`config.mk`:
```
export PLATFORM = sky130hd
export DESIGN_NAME = par_ctrl
export DESIGN_NICKNAME = d
export VERILOG_FILES = /design/src/hdl/par_pkg.sv /design/src/hdl/par_ctrl.sv
export SDC_FILE = /design/constraint.sdc
export NUM_CORES = 1
export LEC_CHECK = 0
export BUFFER_PORTS_ARGS = -buffer_cell sky130_fd_sc_hd__buf_2
export CAP_MARGIN = 10
export CORE_MARGIN = 2
export CORE_UTILIZATION = 60
export CTS_CLUSTER_DIAMETER = 30
export DETAILED_ROUTE_END_ITERATION = 12
export GPL_TIMING_DRIVEN = 1
export HOLD_SLACK_MARGIN = 0.06
export PLACE_DENSITY_LB_ADDON = 0.1
export SYNTH_ARGS = -nofsm -noshare
export SYNTH_HDL_FRONTEND = slang
export SYNTH_SLANG_ARGS = --single-unit
export TNS_END_PERCENT = 5
```
`constraint.sdc`:
```
create_clock -name clk -period 3.3 [get_ports clk]
set_input_delay 0.165 -clock clk [delete_from_list [all_inputs] [get_ports clk]]
set_output_delay 0.165 -clock clk [all_outputs]
set_load 0.005 [all_outputs]
```
`src/hdl/par_pkg.sv`:
```
// Types, codes and fixed widths shared by the reparametrizer modules
package par_pkg;

    localparam int ARC_SLOTS = 16;
    localparam int ARC_W     = 48;
    localparam int SCL_W     = 52;
    localparam int ACC_W     = 64;
    localparam int SMP_W     = 24;

    localparam logic MODE_LOAD = 1'b0;
    localparam logic MODE_READ = 1'b1;

    localparam logic [1:0] STATUS_OK        = 2'd0;
    localparam logic [1:0] STATUS_ZERO_PATH = 2'd1;
    localparam logic [1:0] STATUS_NOT_READY = 2'd2;

    localparam logic REG_IMAGE_COUNT   = 1'b0;
    localparam logic REG_ELEMENT_COUNT = 1'b1;

    localparam logic [4:0]  IMAGE_COUNT_RST   = 5'd3;
    localparam logic [12:0] ELEMENT_COUNT_RST = 13'd4096;

    typedef struct packed {
        logic        mode;
        logic [3:0]  image_index;
        logic [11:0] element_index;
        logic [23:0] sample_value;
        logic        load_last;
    } in_word_t;

    typedef struct packed {
        logic [23:0] result_value;
        logic [1:0]  status;
    } out_word_t;

    typedef enum logic [4:0] {
        OP_NONE,
        OP_ACCEPT,
        OP_A_INIT,
        OP_A_RDA,
        OP_A_RDB,
        OP_A_SQ,
        OP_A_ACC,
        OP_A_SQRT,
        OP_A_NEXT,
        OP_I_T,
        OP_I_MUL,
        OP_I_CMP,
        OP_R_START,
        OP_R_DWAIT,
        OP_R_K,
        OP_R_LO,
        OP_R_HI,
        OP_R_TOT,
        OP_R_NUM,
        OP_R_MUL,
        OP_R_ADD,
        OP_R_DIV,
        OP_OUT_LOAD
    } op_t;

    typedef struct packed {
        op_t op;
    } cmd_t;

    typedef struct packed {
        logic e_last;
        logic j_last;
        logic total_zero;
        logic sqrt_last;
        logic hit;
        logic k_last;
        logic jj_last;
        logic not_ready;
        logic direct;
        logic zero_intv;
        logic mul_last;
        logic div_last;
    } sts_t;

endpackage

```
`src/hdl/par_ctrl.sv`:
```
// Sequencer for loads, arc length computation and direct or interpolated reads
module par_ctrl
(
    input  logic            clk,
    input  logic            rst_n,
    input  logic            in_valid,
    input  logic            in_mode,
    input  logic            in_last,
    input  logic            out_stall,
    input  par_pkg::sts_t   sts,
    output par_pkg::cmd_t   cmd,
    output logic            in_stall,
    output logic            out_valid
);

    typedef enum logic [21:0] {
        S_IDLE    = 22'h000001,
        S_A_INIT  = 22'h000002,
        S_A_RDA   = 22'h000004,
        S_A_RDB   = 22'h000008,
        S_A_SQ    = 22'h000010,
        S_A_ACC   = 22'h000020,
        S_A_SQRT  = 22'h000040,
        S_A_NEXT  = 22'h000080,
        S_I_T     = 22'h000100,
        S_I_MUL   = 22'h000200,
        S_I_CMP   = 22'h000400,
        S_R_START = 22'h000800,
        S_R_DWAIT = 22'h001000,
        S_R_K     = 22'h002000,
        S_R_LO    = 22'h004000,
        S_R_HI    = 22'h008000,
        S_R_TOT   = 22'h010000,
        S_R_NUM   = 22'h020000,
        S_R_MUL   = 22'h040000,
        S_R_ADD   = 22'h080000,
        S_R_DIV   = 22'h100000,
        S_FINISH  = 22'h200000
    } state_t;

    state_t state_reg;
    state_t state_next;
    logic   out_valid_reg;
    logic   out_valid_next;

    always_comb
    begin
        state_next = state_reg;
        cmd.op     = par_pkg::OP_NONE;
        case (state_reg)
            S_IDLE:
            begin
                if (in_valid)
                begin
                    cmd.op = par_pkg::OP_ACCEPT;
                    if (in_mode == par_pkg::MODE_READ)
                        state_next = S_R_START;
                    else if (in_last)
                        state_next = S_A_INIT;
                end
            end
            S_A_INIT:
            begin
                cmd.op     = par_pkg::OP_A_INIT;
                state_next = S_A_RDA;
            end
            S_A_RDA:
            begin
                cmd.op     = par_pkg::OP_A_RDA;
                state_next = S_A_RDB;
            end
            S_A_RDB:
            begin
                cmd.op     = par_pkg::OP_A_RDB;
                state_next = S_A_SQ;
            end
            S_A_SQ:
            begin
                cmd.op     = par_pkg::OP_A_SQ;
                state_next = S_A_ACC;
            end
            S_A_ACC:
            begin
                cmd.op     = par_pkg::OP_A_ACC;
                state_next = sts.e_last ? S_A_SQRT : S_A_RDA;
            end
            S_A_SQRT:
            begin
                cmd.op = par_pkg::OP_A_SQRT;
                if (sts.sqrt_last)
                    state_next = S_A_NEXT;
            end
            S_A_NEXT:
            begin
                cmd.op = par_pkg::OP_A_NEXT;
                if (!sts.j_last)
                    state_next = S_A_RDA;
                else if (sts.total_zero)
                    state_next = S_IDLE;
                else
                    state_next = S_I_T;
            end
            S_I_T:
            begin
                cmd.op     = par_pkg::OP_I_T;
                state_next = S_I_MUL;
            end
            S_I_MUL:
            begin
                cmd.op     = par_pkg::OP_I_MUL;
                state_next = S_I_CMP;
            end
            S_I_CMP:
            begin
                cmd.op = par_pkg::OP_I_CMP;
                if (sts.hit || sts.k_last)
                    state_next = sts.jj_last ? S_IDLE : S_I_T;
                else
                    state_next = S_I_MUL;
            end
            S_R_START:
            begin
                cmd.op = par_pkg::OP_R_START;
                if (sts.not_ready)
                    state_next = S_FINISH;
                else if (sts.direct)
                    state_next = S_R_DWAIT;
                else
                    state_next = S_R_K;
            end
            S_R_DWAIT:
            begin
                cmd.op     = par_pkg::OP_R_DWAIT;
                state_next = S_FINISH;
            end
            S_R_K:
            begin
                cmd.op     = par_pkg::OP_R_K;
                state_next = S_R_LO;
            end
            S_R_LO:
            begin
                cmd.op     = par_pkg::OP_R_LO;
                state_next = S_R_HI;
            end
            S_R_HI:
            begin
                cmd.op     = par_pkg::OP_R_HI;
                state_next = S_R_TOT;
            end
            S_R_TOT:
            begin
                cmd.op     = par_pkg::OP_R_TOT;
                state_next = sts.zero_intv ? S_FINISH : S_R_NUM;
            end
            S_R_NUM:
            begin
                cmd.op     = par_pkg::OP_R_NUM;
                state_next = S_R_MUL;
            end
            S_R_MUL:
            begin
                cmd.op = par_pkg::OP_R_MUL;
                if (sts.mul_last)
                    state_next = S_R_ADD;
            end
            S_R_ADD:
            begin
                cmd.op     = par_pkg::OP_R_ADD;
                state_next = S_R_DIV;
            end
            S_R_DIV:
            begin
                cmd.op = par_pkg::OP_R_DIV;
                if (sts.div_last)
                    state_next = S_FINISH;
            end
            S_FINISH:
            begin
                if (!out_valid_reg || !out_stall)
                begin
                    cmd.op     = par_pkg::OP_OUT_LOAD;
                    state_next = S_IDLE;
                end
            end
            default:
            begin
                state_next = S_IDLE;
            end
        endcase
    end

    always_comb
    begin
        if (cmd.op == par_pkg::OP_OUT_LOAD)
            out_valid_next = 1'b1;
        else if (out_valid_reg && !out_stall)
            out_valid_next = 1'b0;
        else
            out_valid_next = out_valid_reg;
    end

    always_ff @(posedge clk or negedge rst_n)
    begin
        if (!rst_n)
        begin
            state_reg     <= S_IDLE;
            out_valid_reg <= 1'b0;
        end
        else
        begin
            state_reg     <= state_next;
            out_valid_reg <= out_valid_next;
        end
    end

    assign in_stall  = (state_reg != S_IDLE);
    assign out_valid = out_valid_reg;

endmodule

```
* Yosys cells after proc, flatten, opt, wreduce, memory -nomap -nowiden *
Index checks and enable logic that the tools add are counted.

operators by class
  equality and inequality tests = 30
  muxes and demuxes = 21
  reductions and logical operators = 7

operator list
  operator              count
  $pmux 22 s22          1
  $mux 22               9
  $pmux 5 s22           1
  $mux 9                3
  $eq 22x1->1 const B   1
  $eq 22x10->1 const B  1
  $eq 22x11->1 const B  1
  $eq 22x12->1 const B  1
  $eq 22x13->1 const B  1
  $eq 22x14->1 const B  1
  $eq 22x15->1 const B  1
  $eq 22x16->1 const B  1
  $eq 22x17->1 const B  1
  $eq 22x18->1 const B  1
  $eq 22x19->1 const B  1
  $eq 22x2->1 const B   1
  $eq 22x20->1 const B  1
  $eq 22x21->1 const B  1
  $eq 22x22->1 const B  1
  $eq 22x3->1 const B   1
  $eq 22x4->1 const B   1
  $eq 22x5->1 const B   1
  $eq 22x6->1 const B   1
  $eq 22x7->1 const B   1
  16 further kinds      24

storage, ports and cells
  input bits = 18
  output and inout bits = 7
  bits in registers = 23

* Logic depth before layout (Yosys ltp) *
Gate-level depths: netlist (run 1).

  depth after elaboration = 6
  mapped depth = 8
  mapped depth without buffers = 6

* Least setup slack after synthesis (run 1) *
No wires, ideal clock.

  path kind = register -> output
  start = reg state_reg[5]
  end = out cmd[2] (netlist bit)
  path slack = 1.284 ns
  data required time = 3.135 ns
  stages on the path, launching flop included = 8
  arrival = 1.851 ns
  path through = dfrtp_1 buf_6 nor4_4 nand3_2 or3_4 nand2b_4 nor2b_4 nand4_1

RTL lines
  what                    RTL line         RTL
  from (decl)             par_ctrl.sv:41   state_t state_reg;
  from (signal assigned)  par_ctrl.sv:212  state_reg <= state_next;
  to (decl)               par_ctrl.sv:11   output par_pkg::cmd_t cmd,

* Worst setup path in the final report (run 1) *
  start = reg state_reg[1]
  end = reg state_reg[13]

on the way
  word-level cells in the longest chain between the ends = 3
  elaborated cells on any way between the ends = 30

ends and longest elaborated chain
  what                                                       RTL line        RTL
  $eq 22x1->1 (tied with other cells)                        par_ctrl.sv:50  case (state_reg)
  $ne 3x3->1 (no source line) or $ne 2x2->1 (tied branches)  --
  $reduce_and 6->1 (no source line)                          --

Several ways; a longest one is shown, not always the timed one.
A chain may end at the register's enable or synchronous reset.

==> results of run 1 <==
## Yosys cell counts, drive strengths merged, types with 2 or more instances
cell	instances	share of area, %
xor2	4	2.1
o22ai	2	0.76
nand3	7	2.7
or2	2	0.76
nor2	25	5.7
inv	8	1.8
dfrtp	22	33
a221oi	2	1.4
nor3	11	3.3
and4b	2	1.2
or3	5	2.3
nor4	9	8.7
a21oi	5	1.7
o41ai	2	1.1
nand3b	6	2.7
nand2	13	3.0
and3	2	0.76
nor2b	6	2.7
nand4b	2	1.1
nor4b	4	2.1
nand4	8	3.4
nor3b	2	0.91
buf	3	1.7
nand2b	3	1.6
o21ai	12	3.6
or4	2	0.91
## where the power goes
part / total [mW] / internal (mW) / switching (mW)
Combinational: 0.504 / 0.189 / 0.315
Clock: 0.134 / 0.0473 / 0.0871
Sequential: 0.355 / 0.312 / 0.0431
## final cells by class
class | instances | share of cell area [%]
inverters | 8 | 1.60
clock buffers | 4 | 1.40
flip-flops and latches | 23 | 30.7
multi-input cells | 149 | 54.1
well taps | 31 | 2.06
repair buffers | 31 | 10.1
## stage by stage
step	hold slack (ns)	util, %	area [sq um]
finish	0.129	70.0	1880
global route	0.143	70.0	1880
CTS	0.130	70.0	1880
detailed placement	0.170	66.4	1780
global placement	0.164	66.4	1780
floorplan	-0.131	-	1650
## repair_timing
| action | in CTS | in global routing |
|---|---|---|
| endpoints found under the hold margin | 27 | 0 |
| hold buffers | 7 | 0 |
| endpoints found under the setup margin | 0 | 0 |
## how the worst max path moves through the flow
stage	start	to	depth (start not counted)
2_1_floorplan	state_reg[5]$_DFFE_PN0P_	cmd[2]	7
3_3_place_gp	state_reg[8]$_DFFE_PN0P_	state_reg[0]$_DFFE_PN1P_	6
3_5_place_dp	state_reg[5]$_DFFE_PN0P_	state_reg[0]$_DFFE_PN1P_	6
4_1_cts	state_reg[1]$_DFFE_PN0P_	cmd[1]	7
5_1_grt	state_reg[1]$_DFFE_PN0P_	state_reg[13]$_DFFE_PN0P_	6
6_report	state_reg[1]$_DFFE_PN0P_	state_reg[13]$_DFFE_PN0P_	6
## routing by layer
metal | vias to the layer above | GRT usage [%] | share of wire, % | routed length (microns)
li1 | 762 | - | - | -
met1 | 753 | 39.3 | 40 | 1720
met2 | 79 | 49.7 | 49 | 2100
met3 | 13 | 4.15 | 8.1 | 348
met4 | 0 | 10.9 | 2.9 | 125
met5 | - | 0 | 0 | 0
## cells by family (layout without fill, tap and decap cells)
logic type             Yosys count  count (layout)  synth area share [%]
AO/OA/AOI/OAI                   32              32                  13.3
AND/OR/NAND/NOR                112             112                  45.5
buffers and inverters           11              43                  3.48
XOR/XNOR                         4               4                  2.12
multiplexers                     1               1                 0.606
flip-flops                      23              23                  34.9
## worst min-delay path: cells and delay by family
family                 cells  cell delay (ns)
buffers and inverters      2             0.15
AOI/OAI and AO/OA          1             0.11
==> impl_metrics.py, run 1 <==
metrics = {
    "sta": {
        "relSlewSlack_pct": 60.9,
        "finalSetupViolCount": 0,
        "worst_pin_slew_ns": 0.579,
        "post-route-min-period_ns": 2.81,
        "clock_skew_ns": 0.00107,
        "hold_viol": 0,
        "rsz0062_at_grt": "no",
        "finalCritPeriodShare_pct": 85.3,
        "max_freq_ghz": 0.355,
        "setup_ws_ns": 0.486,
        "finalSetupTns_ns": 0,
        "final-max-slew-violation-count": 0,
    },
    "floorplanning": {
        "die_x_microns": 56.5,
        "row_count": 19,
        "coreArea_sq_um": 2690,
        "initial_core_util_pct": 61.5,
        "die_y_microns": 56.5,
        "dieArea_sq_um": 3190,
        "io_pins": 25,
    },
    "synth": {
        "ys_types": 52,
        "yosysWarnings": 0,
        "syn-cell-area_sq_um": 1650,
        "ys_ff_latch": 23,
        "syn_inst": 183,
        "synth_nets": 201,
        "async_flop_share_pct": 100,
        "ys_seq_area_share_pct": 34.9,
        "synth_edf_count": 0,
        "synth.avg_cell_area_sq_um": 9.03,
        "synth_flop_cell": "dfrtp_1",
    },
    "cts": {
        "h-tree-depth": 1,
        "root_buffer": "clkbuf_4",
        "clkSlewWorstSetupHoldPaths_ns": 0.13,
        "clock_sinks": 23,
        "cts_setup_buffers": 0,
        "insertion_delay_ns": 0.32,
        "clockBufferDepth": 2,
        "cts-buffers-inserted": 3,
        "cts_tree": "done",
        "post_cts_resized": 0,
    },
    "finish": {
        "nFillCells": 217,
        "seqCellArea_sq_um": 577,
        "final_cell_mix": "25 x nor2_1, 24 x buf_2, 22 x dfrtp_1, 13 x nand2_1, 12 x o21ai_0",
        "layout_commonest_cell": "nor2_1",
        "stdcell_count": 246,
        "nets": 234,
        "area_growth_pct": 13.8,
        "largest_reg_flops": 22,
        "multiInputGateArea_sq_um": 1020,
        "diodes": 0,
        "drive_above_1_share_pct": 22.3,
    },
    "hold_path": {
        "worstHoldPathCells": 3,
        "hp-class": "input port to flop",
        "min_from": "sts[5]",
        "hold-path-endpoint": "state_reg[8]$_DFFE_PN0P_",
    },
    "setup_path": {
        "reg2reg_to": "state_reg[13]$_DFFE_PN0P_",
        "worst_path_max_delay_cell": "dlygate4sd3_1",
        "r2r_start": "state_reg[1]$_DFFE_PN0P_",
        "path_max_fanout": 7,
        "crit_required_ns": 3.56,
        "crit_family": "simple AND/OR/NAND/NOR gates",
        "cp-end-kind": "flop",
        "ff2ff_path_depth": 6,
        "crit_chain": "nor4_2, nand3_1, nor2_1, nand3_1, nor3_1, dlygate4sd3_1",
        "cp_slowest_stage_delay_ns": 0.60,
        "critPathKind": "flop to flop",
        "r2r_slack_ns": 0.49,
        "startpoint_type": "flop",
        "critical_path_buf_inv_count": 1,
        "crit_arrival_ns": 3.07,
        "cpMostUsedCell": "nand3_1",
    },
    "routing": {
        "ant_nets": 0,
        "wl_per_cell_microns": 17.5,
        "dr.pass1.iters": 4,
        "drcViolationCount": 0,
        "drt-total-wl_microns": 4290,
        "vias": 1607,
        "vias_per_cell": 6.53,
        "drtIter0Drc": 125,
    },
    "placed_design": {
        "placed_cells": 235,
        "routabilityCongestion": 0.963,
        "portBuffers": 24,
        "pre_cts_ws_ns": 0.999,
        "dp_hpwl_microns": 3300,
    },
    "global_routing": {
        "grt_max_degree": 24,
        "grt_pass1_wl_microns": 7430,
        "grt-ovfl-total": 0,
        "antenna_found_initial": 0,
        "globalRouteTotalUtil_pct": 29.8,
        "first_global_vias": 1587,
    },
    "power_and_ir_drop": {
        "leakage_nw": 0.914,
        "ir_drop_v": 0.000522,
        "fin_total_pwr_mw": 0.993,
        "power_density_nw_per_um2": 528,
    },
    "job": {
        "maxCapViolations": 0,
    },
    "outcome": {
        "outcome": "finished, final reports clean",
    },
}
Power figures use the tool's default switching activity.
==> inputs of run 2 (changes only) <==
--- a/config.mk
+++ b/config.mk
@@ -7,6 +7,7 @@
 export LEC_CHECK = 0
 export BUFFER_PORTS_ARGS = -buffer_cell sky130_fd_sc_hd__buf_2
 export CAP_MARGIN = 10
+export CORE_ASPECT_RATIO = 0.75
 export CORE_MARGIN = 2
 export CORE_UTILIZATION = 60
 export CTS_CLUSTER_DIAMETER = 30
==> constraint.sdc (replaced) <==
create_clock -name clk -period 3.3 [get_ports clk]
set_input_delay 0 -clock clk [delete_from_list [all_inputs] [get_ports clk]]
set_output_delay 0 -clock clk [all_outputs]
set_load 0.005 [all_outputs]
==> run 2 against run 1 <==
  * Setup slack better by 0.019 ns
  * Cell count is 2.8% higher
  * Non-clock buffer count is 2 higher
  * Critical path type unchanged
  * Largest cell class unchanged
==> impl_metrics.py, run 2 (same netlist as run 1, synthesis figures left out) <==
metrics = {
    "global_routing": {
        "grt_max_degree": 24,
        "grt_pass1_wl_microns": 7200,
        "first_global_vias": 1487,
        "antenna_found_initial": 0,
        "globalRouteTotalUtil_pct": 30.5,
        "grt-ovfl-total": 0,
    },
    "finish": {
        "drive_above_1_share_pct": 22.6,
        "final_cell_mix": "25 x nor2_1, 24 x buf_2, 22 x dfrtp_1, 13 x nand2_1, 12 x o21ai_0",
        "nets": 236,
        "stdcell_count": 253,
        "final_cell_area_sq_um": 1930,
        "area_growth_pct": 16.6,
        "layout_commonest_cell": "nor2_1",
        "diodes": 0,
        "largest_reg_flops": 22,
        "nFillCells": 209,
    },
    "setup_path": {
        "reg2reg_to": "state_reg[13]$_DFFE_PN0P_",
        "startpoint_type": "flop",
        "crit_arrival_ns": 3.01,
        "path_max_fanout": 7,
        "critPathKind": "flop to flop",
        "crit_required_ns": 3.51,
        "r2r_start": "state_reg[16]$_DFFE_PN0P_",
        "ff2ff_path_depth": 6,
        "r2r_slack_ns": 0.50,
        "cp-end-kind": "flop",
    },
    "hold_path": {
        "min_from": "sts[5]",
        "worstHoldPathCells": 3,
        "hold-path-endpoint": "state_reg[0]$_DFFE_PN1P_",
        "hp-class": "input port to flop",
    },
    "floorplanning": {
        "io_pins": 25,
        "coreArea_sq_um": 2620,
        "die_x_microns": 64.6,
        "initial_core_util_pct": 63.0,
        "row_count": 16,
        "die_y_microns": 49.4,
        "dieArea_sq_um": 3190,
    },
    "sta": {
        "relSlewSlack_pct": 62.6,
        "finalCritPeriodShare_pct": 84.7,
        "post-route-min-period_ns": 2.80,
        "worst_pin_slew_ns": 0.556,
        "hold_viol": 0,
        "max_freq_ghz": 0.358,
        "finalSetupTns_ns": 0,
        "whs_ns": 0.0754,
        "finalSetupViolCount": 0,
        "clock_skew_ns": 0.00374,
        "final-max-slew-violation-count": 0,
        "rsz0062_at_grt": "no",
    },
    "routing": {
        "wl_per_cell_microns": 18.4,
        "drt-total-wl_microns": 4640,
        "drtIter0Drc": 203,
        "vias_per_cell": 6.53,
        "drcViolationCount": 0,
        "dr.pass1.iters": 5,
        "vias": 1651,
        "ant_nets": 0,
    },
    "placed_design": {
        "place_area_sq_um": 1790,
        "dp_hpwl_microns": 3500,
        "portBuffers": 24,
        "routabilityCongestion": 0.932,
        "placed_cells": 240,
    },
    "cts": {
        "insertion_delay_ns": 0.27,
        "clkSlewWorstSetupHoldPaths_ns": 0.08,
        "cts_tree": "done",
        "cts_setup_buffers": 0,
        "cts-buffers-inserted": 3,
        "clock_sinks": 23,
        "clockBufferDepth": 2,
        "h-tree-depth": 1,
        "root_buffer": "clkbuf_8",
    },
    "outcome": {
        "outcome": "finished, final reports clean",
    },
    "power_and_ir_drop": {
        "ir_drop_v": 0.000355,
        "fin_total_pwr_mw": 1.06,
        "leakage_nw": 0.934,
        "power_density_nw_per_um2": 549,
    },
    "job": {
        "maxCapViolations": 0,
    },
}
## run 2: changes by cell type in the layout (fill, tap and decap cells not counted), sizes merged
| cell | change |
|---|---|
| clkbuf | -1 |
| clkinv | +1 |
| dlygate4sd3 | +2 |
## run 2: cell type report
type,instances,area [sq um],area share [%]
multi-input combinational,149,1020,52.8
sequential,23,577,30.0
timing repair buffer,33,210,10.9
tap,36,45.0,2.34
clock buffer,3,41.3,2.14
inverter,8,30.0,1.56
clock inverter,1,5.00,0.260
## run 2: critical path, cell delays in order, from the launching register on
cell           delay (ns)
dfrtp_1              0.47
nor4_4               0.55
nand3_1              0.34
nor2_1               0.38
nand3_1              0.25
nor3_1               0.17
dlygate4sd3_1        0.57
## run 2: metrics by stage
step	worst slack [ns]	utilization [%]
2_1_floorplan	1.41	-
3_3_place_gp	1.02	68.2
3_5_place_dp	1.01	68.2
4_1_cts	0.654	73.4
5_1_grt	0.375	73.4
6_report	0.505	73.4
## run 2: routing by layer
layer | part of all wire, % | track usage (%) | vias to the layer above
li1 | - | - | 768
met5 | 0 | 0 | -
met3 | 11 | 7.16 | 12
met2 | 44 | 47.6 | 103
met4 | 1.1 | 4.96 | 0
met1 | 43 | 44.0 | 768
## run 2: power breakdown
part           switching, mW  internal, mW
Combinational          0.328         0.191
Clock                 0.0943        0.0845
Sequential            0.0478         0.312
Total                  0.470         0.587
## run 2: worst max-delay path by stage
stage	from	to	slack [ns]
floorplan	state_reg[5]$_DFFE_PN0P_	state_reg[0]$_DFFE_PN1P_	1.41
global placement	state_reg[9]$_DFFE_PN0P_	state_reg[0]$_DFFE_PN1P_	1.02
detailed placement	state_reg[9]$_DFFE_PN0P_	state_reg[0]$_DFFE_PN1P_	1.01
CTS	state_reg[16]$_DFFE_PN0P_	state_reg[13]$_DFFE_PN0P_	0.65
global route	state_reg[16]$_DFFE_PN0P_	state_reg[13]$_DFFE_PN0P_	0.37
finish	state_reg[16]$_DFFE_PN0P_	state_reg[13]$_DFFE_PN0P_	0.50
## run 2: timing repair
item,CTS,global route
hold buffers,9,0
endpoints found under the hold margin,30,0
gates resized for setup,0,0
==> inputs of run 3 (changes only) <==
--- a/config.mk
+++ b/config.mk
@@ -9,7 +9,7 @@
 export CAP_MARGIN = 10
 export CORE_ASPECT_RATIO = 0.75
 export CORE_MARGIN = 2
-export CORE_UTILIZATION = 60
+export CORE_UTILIZATION = 56
 export CTS_CLUSTER_DIAMETER = 30
 export DETAILED_ROUTE_END_ITERATION = 12
 export GPL_TIMING_DRIVEN = 1
==> constraint.sdc (replaced) <==
create_clock -name clk -period 2.6 [get_ports clk]
set_input_delay 0 -clock clk [delete_from_list [all_inputs] [get_ports clk]]
set_output_delay 0 -clock clk [all_outputs]
set_load 0.005 [all_outputs]
==> run 3 against run 2 <==
  * Sequential power is 29% higher
  * Die area is 6.6% higher
  * Largest cell class unchanged
  * Flip-flop and latch count stayed put
  * Highest routed layer unchanged
==> impl_metrics.py, run 3 (same netlist as run 1, synthesis figures left out) <==
metrics = {
    "cts": {
        "clock_sinks": 23,
        "root_buffer": "clkbuf_8",
        "insertion_delay_ns": 0.26,
        "h-tree-depth": 1,
        "cts_setup_buffers": 0,
        "cts-buffers-inserted": 3,
        "clkSlewWorstSetupHoldPaths_ns": 0.08,
        "cts_tree": "done",
        "clockBufferDepth": 2,
    },
    "placed_design": {
        "portBuffers": 24,
        "dp_hpwl_microns": 3430,
        "routabilityCongestion": 0.979,
    },
    "routing": {
        "vias": 1669,
        "ant_nets": 0,
        "dr.pass1.iters": 4,
        "vias_per_cell": 6.49,
        "drt-total-wl_microns": 4610,
        "drcViolationCount": 0,
        "wl_per_cell_microns": 17.9,
        "drtIter0Drc": 153,
    },
    "finish": {
        "drive_above_1_share_pct": 22.4,
        "nFillCells": 242,
        "diodes": 0,
        "seqCellArea_sq_um": 577,
        "nets": 238,
        "utilization_pct": 68.2,
        "multiInputGateArea_sq_um": 1030,
        "largest_reg_flops": 22,
        "area_growth_pct": 18.6,
        "final_cell_mix": "24 x nor2_1, 24 x buf_2, 22 x dfrtp_1, 13 x nand2_1, 12 x o21ai_0",
    },
    "global_routing": {
        "grt_max_degree": 24,
        "first_global_vias": 1547,
        "grt_pass1_wl_microns": 7440,
        "grt-ovfl-total": 0,
        "globalRouteTotalUtil_pct": 29.3,
        "antenna_found_initial": 0,
    },
    "floorplanning": {
        "io_pins": 25,
        "die_y_microns": 51.0,
        "coreArea_sq_um": 2870,
        "die_x_microns": 66.7,
        "row_count": 17,
        "dieArea_sq_um": 3400,
        "initial_core_util_pct": 57.5,
    },
    "setup_path": {
        "cp-end-kind": "primary output",
        "cp_slowest_stage_delay_ns": 0.55,
        "critical_path_buf_inv_count": 1,
        "critPathKind": "flop to primary output",
        "worst_path_max_delay_cell": "nor4_4",
        "crit_arrival_ns": 2.48,
        "startpoint_type": "flop",
        "timing.critical_path.depth": 7,
        "ff2ff_path_depth": 6,
        "crit_chain": "nor4_4, nand3_2, or3_4, nand2b_4, nor2b_4, nand4_1, buf_2",
        "crit_family": "simple AND/OR/NAND/NOR gates",
        "crit_required_ns": 2.60,
        "path_max_fanout": 7,
    },
    "sta": {
        "relSlewSlack_pct": 64.1,
        "finalSetupViolCount": 0,
        "post-route-min-period_ns": 2.48,
        "finalSetupTns_ns": 0,
        "final-max-slew-violation-count": 0,
        "hold_viol": 0,
        "rsz0062_at_grt": "no",
        "finalCritPeriodShare_pct": 95.4,
        "clock_skew_ns": 0.00206,
        "worst_pin_slew_ns": 0.531,
        "max_freq_ghz": 0.403,
    },
    "power_and_ir_drop": {
        "power_density_nw_per_um2": 689,
        "ir_drop_v": 0.000582,
        "leakage_nw": 0.940,
    },
    "job": {
        "maxCapViolations": 0,
    },
    "hold_path": {
        "hp-class": "input port to flop",
        "worstHoldPathCells": 3,
    },
    "outcome": {
        "outcome": "finished, final reports clean",
    },
}
[run 3: cell type report]
class	instances	area share (%)
multi-input cells	149	52.5
flip-flops and latches	23	29.5
repair buffers	35	11.8
well taps	38	2.43
clock buffers	4	2.30
inverters	8	1.53
[run 3: path summary, 6_finish.rpt]
check,startpoint,to,slack [ns]
setup / recovery,state_reg[6]$_DFFE_PN0P_,cmd[2],0.12
hold / removal,sts[11],state_reg[6]$_DFFE_PN0P_,0.11
setup reg to reg,state_reg[8]$_DFFE_PN0P_,state_reg[0]$_DFFE_PN1P_,0.27
hold reg to reg,out_valid$_DFFE_PN0P_,out_valid$_DFFE_PN0P_,0.61
max in group asynchronous,rst_n,state_reg[0]$_DFFE_PN1P_,1.98
min in group asynchronous,rst_n,state_reg[10]$_DFFE_PN0P_,0.26
[run 3: repair_timing]
action,in CTS,in global routing
hold buffers,11,0
endpoints found under the hold margin,32,0
gates resized for setup,0,2
setup endpoints to repair,0,3
[run 3: per-stage QoR]
step	area [sq um]	hold WS (ns)	setup slack [ns]	total power, mW	cells
finish	1960	0.113	0.120	1.35	257
global route	1960	0.125	0.0182	1.43	257
CTS	1950	0.106	0.112	1.31	257
detailed placement	1790	0.00489	0.257	1.08	242
global placement	1790	-0.00336	0.293	1.06	242
floorplan	1650	-0.296	0.713	0.910	183
[run 3: worst min-delay path, delay by kind of cell]
kind            cells  cell delay (ns)
simple gates        1             0.06
compound gates      1             0.17
buf+inv             1             0.11
[run 3: report_power, final]
part / switching, mW / internal (mW) / total [mW]
Sequential: 0.0664 / 0.395 / 0.462
Clock: 0.111 / 0.109 / 0.221
Combinational: 0.412 / 0.254 / 0.665
Total: 0.589 / 0.759 / 1.35
[run 3: layer usage]
metal / vias up / GRT usage, % / part of all wire, %
met1: 807 / 41.7 / 45
met2: 78 / 47.0 / 47
met5: - / 0 / 0
met4: 0 / 6.46 / 1.8
li1: 772 / - / -
met3: 12 / 4.85 / 7.0
